## src/rtl/fcce_pkg.sv

```systemverilog
// Shared types and constants of the FAT cluster-chain engine.
// Used by fcce_ctrl, fcce_dp and fat_cluster_chain_engine_top; no dependencies.
package fcce_pkg;

  // Command codes
  typedef enum logic [2:0] {
    CMD_GET    = 3'd0,
    CMD_SET    = 3'd1,
    CMD_MARK   = 3'd2,
    CMD_WALK   = 3'd3,
    CMD_ALLOC  = 3'd4,
    CMD_APPEND = 3'd5,
    CMD_FREE   = 3'd6
  } cmd_t;

  // Result status codes
  localparam logic [1:0] ST_OK      = 2'd0;
  localparam logic [1:0] ST_INVALID = 2'd1;
  localparam logic [1:0] ST_OUTSIDE = 2'd2;
  localparam logic [1:0] ST_NOFREE  = 2'd3;

  // Configuration register indexes
  localparam logic [1:0] CFG_FAT_TYPE  = 2'd0;
  localparam logic [1:0] CFG_LOW_RES   = 2'd1;
  localparam logic [1:0] CFG_HIGH_RES  = 2'd2;
  localparam logic [1:0] CFG_END_MARK  = 2'd3;

  // FAT type codes and entry masks
  localparam logic [1:0]  FAT12 = 2'd0;
  localparam logic [1:0]  FAT16 = 2'd1;
  localparam logic [31:0] MASK12 = 32'h0000_0FFF;
  localparam logic [31:0] MASK16 = 32'h0000_FFFF;
  localparam logic [31:0] MASK32 = 32'hFFFF_FFFF;

  // Reset values of the configuration registers
  localparam logic [31:0] LOW_RES_RST  = 32'h0000_0001;
  localparam logic [31:0] HIGH_RES_RST = 32'h0FFF_FFF0;
  localparam logic [31:0] END_MARK_RST = 32'h0FFF_FFFF;

  // Update of the cursor register
  typedef enum logic [2:0] {
    CUR_HOLD = 3'd0,
    CUR_LOW1 = 3'd1,
    CUR_V    = 3'd2,
    CUR_INC  = 3'd3,
    CUR_WRAP = 3'd4
  } cur_op_t;

  // Update of the result register
  typedef enum logic [1:0] {
    RES_HOLD = 2'd0,
    RES_V    = 2'd1,
    RES_CUR  = 2'd2,
    RES_TAIL = 2'd3
  } res_op_t;

  // Table write data select
  typedef enum logic [1:0] {
    WD_EV   = 2'd0,
    WD_END  = 2'd1,
    WD_ZERO = 2'd2,
    WD_CUR  = 2'd3
  } wd_sel_t;

  // Controller to datapath commands
  typedef struct packed {
    logic       load;
    logic       clr_en;
    logic       mem_rd;
    logic       wr_en;
    logic       wr_tail;
    wd_sel_t    wd_sel;
    cur_op_t    cur_op;
    logic       tail_ld;
    logic       cnt_inc;
    res_op_t    res_op;
    logic       st_wr;
    logic [1:0] st_val;
  } dp_ctrl_t;

  // Datapath to controller status
  typedef struct packed {
    logic [2:0] cmd;
    logic       cur_valid;
    logic       cur_out;
    logic       cur_ge_high;
    logic       cur_eq_tail;
    logic       v_valid;
    logic       v_zero;
    logic       cnt_full;
    logic       cnt_eq_steps;
    logic       clr_last;
  } dp_stat_t;

endpackage

```

## src/rtl/fcce_ctrl.sv

```systemverilog
// Controller of the FAT cluster-chain engine: command sequencer state machine.
// Drives fcce_dp through dp_ctrl_t, reads dp_stat_t. Depends on fcce_pkg.
module fcce_ctrl (
  input  logic               clk,
  input  logic               rst,
  input  logic               start,
  output logic               busy,
  output logic               done,
  output fcce_pkg::dp_ctrl_t ctl,
  input  fcce_pkg::dp_stat_t stat
);

  typedef enum logic [15:0] {
    S_IDLE      = 16'h0001,
    S_CLEAR     = 16'h0002,
    S_DISP      = 16'h0004,
    S_GET_EV    = 16'h0008,
    S_WALK_CHK  = 16'h0010,
    S_WALK_EV   = 16'h0020,
    S_ALLOC_CHK = 16'h0040,
    S_ALLOC_EV  = 16'h0080,
    S_TAIL_CHK  = 16'h0100,
    S_TAIL_EV   = 16'h0200,
    S_SCAN_CHK  = 16'h0400,
    S_SCAN_EV   = 16'h0800,
    S_WR_TAIL   = 16'h1000,
    S_FREE_CHK  = 16'h2000,
    S_FREE_EV   = 16'h4000,
    S_DONE      = 16'h8000
  } state_t;

  state_t state, state_next;

  always_ff @(posedge clk) begin
    if (rst) state <= S_CLEAR;
    else state <= state_next;
  end

  assign busy = state != S_IDLE;
  assign done = state == S_DONE;

  // Next state and datapath commands
  always_comb begin
    state_next = state;
    ctl = '0;
    ctl.wd_sel = fcce_pkg::WD_ZERO;
    ctl.cur_op = fcce_pkg::CUR_HOLD;
    ctl.res_op = fcce_pkg::RES_HOLD;
    ctl.st_val = fcce_pkg::ST_OK;
    case (state)
      S_IDLE: begin
        if (start) begin
          ctl.load = 1'b1;
          state_next = S_DISP;
        end
      end
      S_CLEAR: begin
        ctl.clr_en = 1'b1;
        if (stat.clr_last) state_next = S_IDLE;
      end
      S_DISP: begin
        state_next = S_DONE;
        case (stat.cmd)
          fcce_pkg::CMD_GET, fcce_pkg::CMD_SET, fcce_pkg::CMD_MARK: begin
            ctl.st_wr = 1'b1;
            if (!stat.cur_valid) begin
              ctl.st_val = fcce_pkg::ST_INVALID;
            end else if (stat.cur_out) begin
              ctl.st_val = fcce_pkg::ST_OUTSIDE;
            end else if (stat.cmd == fcce_pkg::CMD_GET) begin
              ctl.st_wr  = 1'b0;
              ctl.mem_rd = 1'b1;
              state_next = S_GET_EV;
            end else begin
              ctl.wr_en  = 1'b1;
              ctl.wd_sel = (stat.cmd == fcce_pkg::CMD_SET) ? fcce_pkg::WD_EV
                                                           : fcce_pkg::WD_END;
            end
          end
          fcce_pkg::CMD_WALK, fcce_pkg::CMD_APPEND: begin
            if (!stat.cur_valid) begin
              ctl.st_wr  = 1'b1;
              ctl.st_val = fcce_pkg::ST_INVALID;
            end else begin
              state_next = (stat.cmd == fcce_pkg::CMD_WALK) ? S_WALK_CHK : S_TAIL_CHK;
            end
          end
          fcce_pkg::CMD_ALLOC: begin
            ctl.cur_op = fcce_pkg::CUR_LOW1;
            state_next = S_ALLOC_CHK;
          end
          fcce_pkg::CMD_FREE: state_next = S_FREE_CHK;
          default: begin
            ctl.st_wr  = 1'b1;
            ctl.st_val = fcce_pkg::ST_INVALID;
          end
        endcase
      end
      S_GET_EV: begin
        ctl.res_op = fcce_pkg::RES_V;
        state_next = S_DONE;
      end
      // Walk: follow links until the step count runs out, or the chain ends or leaves the table
      S_WALK_CHK: begin
        if (stat.cnt_eq_steps) begin
          state_next = S_DONE;
        end else if (stat.cnt_full || stat.cur_out) begin
          ctl.st_wr  = 1'b1;
          ctl.st_val = fcce_pkg::ST_OUTSIDE;
          state_next = S_DONE;
        end else begin
          ctl.mem_rd = 1'b1;
          state_next = S_WALK_EV;
        end
      end
      S_WALK_EV: begin
        ctl.cur_op  = fcce_pkg::CUR_V;
        ctl.res_op  = fcce_pkg::RES_V;
        ctl.cnt_inc = 1'b1;
        if (!stat.v_valid) begin
          ctl.st_wr  = 1'b1;
          ctl.st_val = fcce_pkg::ST_INVALID;
          state_next = S_DONE;
        end else begin
          state_next = S_WALK_CHK;
        end
      end
      // Alloc: first free entry from the low end
      S_ALLOC_CHK: begin
        ctl.st_wr = 1'b1;
        if (stat.cur_ge_high) begin
          ctl.st_val = fcce_pkg::ST_NOFREE;
          state_next = S_DONE;
        end else if (stat.cur_out) begin
          ctl.st_val = fcce_pkg::ST_OUTSIDE;
          state_next = S_DONE;
        end else begin
          ctl.st_wr  = 1'b0;
          ctl.mem_rd = 1'b1;
          state_next = S_ALLOC_EV;
        end
      end
      S_ALLOC_EV: begin
        if (stat.v_zero) begin
          ctl.wr_en  = 1'b1;
          ctl.wd_sel = fcce_pkg::WD_END;
          ctl.res_op = fcce_pkg::RES_CUR;
          state_next = S_DONE;
        end else begin
          ctl.cur_op = fcce_pkg::CUR_INC;
          state_next = S_ALLOC_CHK;
        end
      end
      // Append: find the tail, then next-fit search with wrap
      S_TAIL_CHK: begin
        if (stat.cur_out) begin
          ctl.st_wr  = 1'b1;
          ctl.st_val = fcce_pkg::ST_OUTSIDE;
          state_next = S_DONE;
        end else begin
          ctl.mem_rd = 1'b1;
          state_next = S_TAIL_EV;
        end
      end
      S_TAIL_EV: begin
        if (stat.v_valid) begin
          if (stat.cnt_full) begin
            ctl.st_wr  = 1'b1;
            ctl.st_val = fcce_pkg::ST_OUTSIDE;
            state_next = S_DONE;
          end else begin
            ctl.cur_op  = fcce_pkg::CUR_V;
            ctl.tail_ld = 1'b1;
            ctl.cnt_inc = 1'b1;
            state_next  = S_TAIL_CHK;
          end
        end else begin
          ctl.cur_op = fcce_pkg::CUR_WRAP;
          state_next = S_SCAN_CHK;
        end
      end
      S_SCAN_CHK: begin
        ctl.st_wr = 1'b1;
        if (stat.cur_eq_tail) begin
          ctl.st_val = fcce_pkg::ST_NOFREE;
          state_next = S_DONE;
        end else if (stat.cur_out) begin
          ctl.st_val = fcce_pkg::ST_OUTSIDE;
          state_next = S_DONE;
        end else begin
          ctl.st_wr  = 1'b0;
          ctl.mem_rd = 1'b1;
          state_next = S_SCAN_EV;
        end
      end
      S_SCAN_EV: begin
        if (stat.v_zero) begin
          ctl.wr_en  = 1'b1;
          ctl.wd_sel = fcce_pkg::WD_END;
          state_next = S_WR_TAIL;
        end else begin
          ctl.cur_op = fcce_pkg::CUR_WRAP;
          state_next = S_SCAN_CHK;
        end
      end
      S_WR_TAIL: begin
        ctl.wr_en   = 1'b1;
        ctl.wr_tail = 1'b1;
        ctl.wd_sel  = fcce_pkg::WD_CUR;
        ctl.res_op  = fcce_pkg::RES_TAIL;
        state_next  = S_DONE;
      end
      // Free: clear each link until an invalid cluster or one outside the table
      S_FREE_CHK: begin
        if (!stat.cur_valid) begin
          state_next = S_DONE;
        end else if (stat.cur_out) begin
          ctl.st_wr  = 1'b1;
          ctl.st_val = fcce_pkg::ST_OUTSIDE;
          state_next = S_DONE;
        end else begin
          ctl.mem_rd = 1'b1;
          state_next = S_FREE_EV;
        end
      end
      S_FREE_EV: begin
        ctl.wr_en  = 1'b1;
        ctl.wd_sel = fcce_pkg::WD_ZERO;
        ctl.cur_op = fcce_pkg::CUR_V;
        state_next = S_FREE_CHK;
      end
      S_DONE: state_next = S_IDLE;
      default: state_next = S_IDLE;
    endcase
  end

  // Checks
  a_done_single: assert property (@(posedge clk) disable iff (rst) done |=> !done)
    else $error("result strobe longer than one cycle");
  a_start_busy: assert property (@(posedge clk) disable iff (rst)
    (start && !busy) |=> (busy && !done))
    else $error("accepted command did not make the engine busy");
  a_no_load_busy: assert property (@(posedge clk) disable iff (rst)
    ctl.load |-> (state == S_IDLE))
    else $error("command latched while busy");
  a_clr_excl: assert property (@(posedge clk) disable iff (rst)
    ctl.clr_en |-> !(ctl.wr_en || ctl.mem_rd || ctl.load))
    else $error("table access during clearing pass");

endmodule

```

## config.mk

```make
export PLATFORM = sky130hd
export DESIGN_NAME = fcce_ctrl
export DESIGN_NICKNAME = d
export VERILOG_FILES = /design/src/rtl/fcce_pkg.sv /design/src/rtl/fcce_ctrl.sv
export SDC_FILE = /design/constraint.sdc
export NUM_CORES = 1
export LEC_CHECK = 0
export BUFFER_PORTS_ARGS = -buffer_cell sky130_fd_sc_hd__buf_2
export CAP_MARGIN = 20
export CORE_MARGIN = 2
export CORE_UTILIZATION = 35
export DETAILED_ROUTE_END_ITERATION = 6
export PLACE_DENSITY = 0.52
export SYNTH_ARGS = -nofsm -noshare
export SYNTH_HDL_FRONTEND = slang
export SYNTH_SLANG_ARGS = --single-unit
```

## constraint.sdc

```tcl
create_clock -name clk -period 3.2 [get_ports clk]
set_input_delay 0.16 -clock clk [delete_from_list [all_inputs] [get_ports clk]]
set_output_delay 0.16 -clock clk [all_outputs]
set_load 0.1 [all_outputs]
```

==> results.toml <==
[power]
combPwrFrac = 0.222
finalPower_w = 0.000464
p_switching_w = 0.000148
power_frac_seq = 0.447
vdd.ir_drop.worst_v = 0.000122
p_int_w = 0.000316
clockPowerShare = 0.331
p_sw_frac = 0.320
p_leak_nw = 0.657
p_per_area_nw_per_um2 = 281

[drt]
drtIter0Drc = 134
drt-vias-per-instance = 6.13
wl_per_cell_um = 16.8
wl_um = 4330
drc = 0
dr.pass1.iters = 4
via_count = 1575
ant_nets = 0

[cts]
numCtsBuffers = 3
cts_tree = "yes"
cts-root-buf = "clkbuf_8"
clkTransAtPathRegs_ns = 0.06
cts_hold_buffers = 0
insertion_delay_ns = 0.25
cts.sinks = 16
cts_max_path_buffers = 2
htreeDepth = 1

[sta]
timing.final.crit_share = 0.935
maxSlewViolCount = 0
tightestPinTransition_ns = 0.569
rsz0062_at_grt = "no"
setup_viol = 0
slew_headroom = 0.617
fmax_ghz = 0.334
fin_skew_ns = 0.00773
fin_tns_setup_ns = 0
min_period_ns = 2.99
hold_viol_final = 0

[synth]
synthFlopType = "dfxtp_1"
yosys.cell_count.top_type = "dfxtp_1"
ys_types = 51
synth_area_leaders = "dfxtp_1 (23%), nor4_1 (5.4%), nor2_1 (4.0%)"
syn-num-nets = 204
yosys_warnings = 0
synth.cells.most_frequent = "dfxtp_1 (16), nor2_1 (15), clkbuf_1 (12), nor4_1 (12)"
yosys.area.top_type = "dfxtp_1"
syn_inst = 189
yosys_register_bits = 16
synth_edf_count = 0
ys_seq_area_frac = 0.229
syn_area_per_cell_um2 = 7.41
synth_top_area_frac = 0.229
syn_area_um2 = 1400
async_reset_ff_frac = 0

[worst_hold_path]
min_path_cells = 2
hold_path_class = "in2reg"

[cells_and_area]
area_growth_pct = 17.8
fill_cells = 402
largest_register_ffs = 16
reg_top3 = "state x16"
top_register = "state"
n_antenna_cell = 0
nets = 226
drive_above_1_share = 0.282

[job]
max-cap-violations = 0

[floorplanning]
die_y_um = 67.3
core_um2 = 3740
dieWidth_um = 67.3
start_util = 0.374
dieArea_um2 = 4530
io_pins = 34
row_count = 22

[worst_setup_path]
critPathSlowestCell = "or4_1"
critPathRequiredTime_ns = 3.04
max_stage_delay_ns = 0.69
crit_fanout = 6
crit_cells = 6
critPathArrivalTime_ns = 2.83
critical-path-top-delay-family = "simple AND/OR/NAND/NOR gates"
crit_path_end_kind = "primary output"
setup.worst_path.class = "reg2out"
path_buf_inv = 1
start_kind = "flip-flop"
worstPathCellList = "or4_1, nor4_1, nand2_1, o2111a_1, o21ai_2, buf_2"
worstRegToRegCells = 5

[global_route]
grt_use_met2 = 0.332
grt_pass1_vias = 1445
met1_usage = 0.277
grt_max_degree = 16
grtUsageMet3 = 0.0250
track_usage = 0.203
top_usage_layer = "met2"
grt_overflow = 0
grt_pass1_wl_um = 6960
antenna_found_initial = 0

[placed_design]
io_buffers = 33
gp_congestion = 0.858
dp_hpwl_um = 3320

[outcome]
status = "complete, no violations"
worst paths after layout:
check | slack, ns | startpoint | endpoint
min | 0.14 | stat[5] | state[11]$_SDFFE_PP0P_
max | 0.21 | state[0]$_SDFFE_PP0P_ | ctl[14]
max reg2reg | 0.87 | state[9]$_SDFFE_PP0P_ | state[8]$_SDFFE_PP0P_
min reg2reg | 0.57 | state[0]$_SDFFE_PP0P_ | state[0]$_SDFFE_PP0P_
cells by family after synthesis:
kind of cell | after synthesis | share of synthesized area
AND/OR/NAND/NOR | 107 | 0.480
flip-flops | 16 | 0.229
AO/OA/AOI/OAI | 38 | 0.189
XOR/XNOR | 4 | 0.0250
buffers and inverters | 24 | 0.0768
stage by stage:
step / hold slack [ns] / instance area (um2) / instances / util / setup WS (ns)
3_5_place_dp: 0.404 / 1600 / 254 / 0.427 / 0.484
3_3_place_gp: 0.395 / 1600 / 254 / 0.427 / 0.414
2_1_floorplan: 0.232 / 1440 / 189 / - / -0.768
4_1_cts: 0.141 / 1640 / 257 / 0.438 / 0.196
6_report: 0.145 / 1650 / 257 / 0.441 / 0.209
5_1_grt: 0.154 / 1650 / 257 / 0.441 / 0.0702
per-layer routing:
metal,wire length (um),vias to the layer above,share of wire
met4,53,0,0.012
met1,1980,750,0.46
met3,235,4,0.054
met5,0,-,0
met2,2060,49,0.48
li1,-,772,-
power groups by stage:
stage / Combinational (W) / Clock (W) / Sequential, W
after global routing: 0.000111 / 0.000162 / 0.000208
after global placement: 0.000100 / 0 / 0.000212
after detailed placement: 0.000101 / 0 / 0.000212
final: 0.000103 / 0.000153 / 0.000208
after CTS: 0.000101 / 0.000154 / 0.000207
after floorplan: 0.0000727 / 0 / 0.000210
area by class of cell:
cell class / count / area (um2) / area share
Tap cell: 48 / 60.1 / 0.0364
Timing Repair Buffer: 35 / 180 / 0.109
Clock buffer: 3 / 41.3 / 0.0250
Sequential cell: 16 / 320 / 0.194
Multi-Input combinational cell: 149 / 1030 / 0.622
Inverter: 6 / 22.5 / 0.0136
cell usage in the layout (no fill, tap or decap), types with 5 or more instances in the layout:
cell     instances
nor3_1           8
a21oi_1          7
nand3_1         10
or4b_2           5
nor2_1          14
nor4_1          10
buf_2           33
nand2_1         11
dfxtp_1         16
a31oi_1          5
inv_1            6
nor4b_1          6
o21ai_0          5
timing repair:
action	4_1_cts	5_1_grt
gates resized for setup	0	2
endpoints found under the setup margin	0	2
buffers inserted	0	0
No activity file was read; power rests on OpenSTA's default activity.
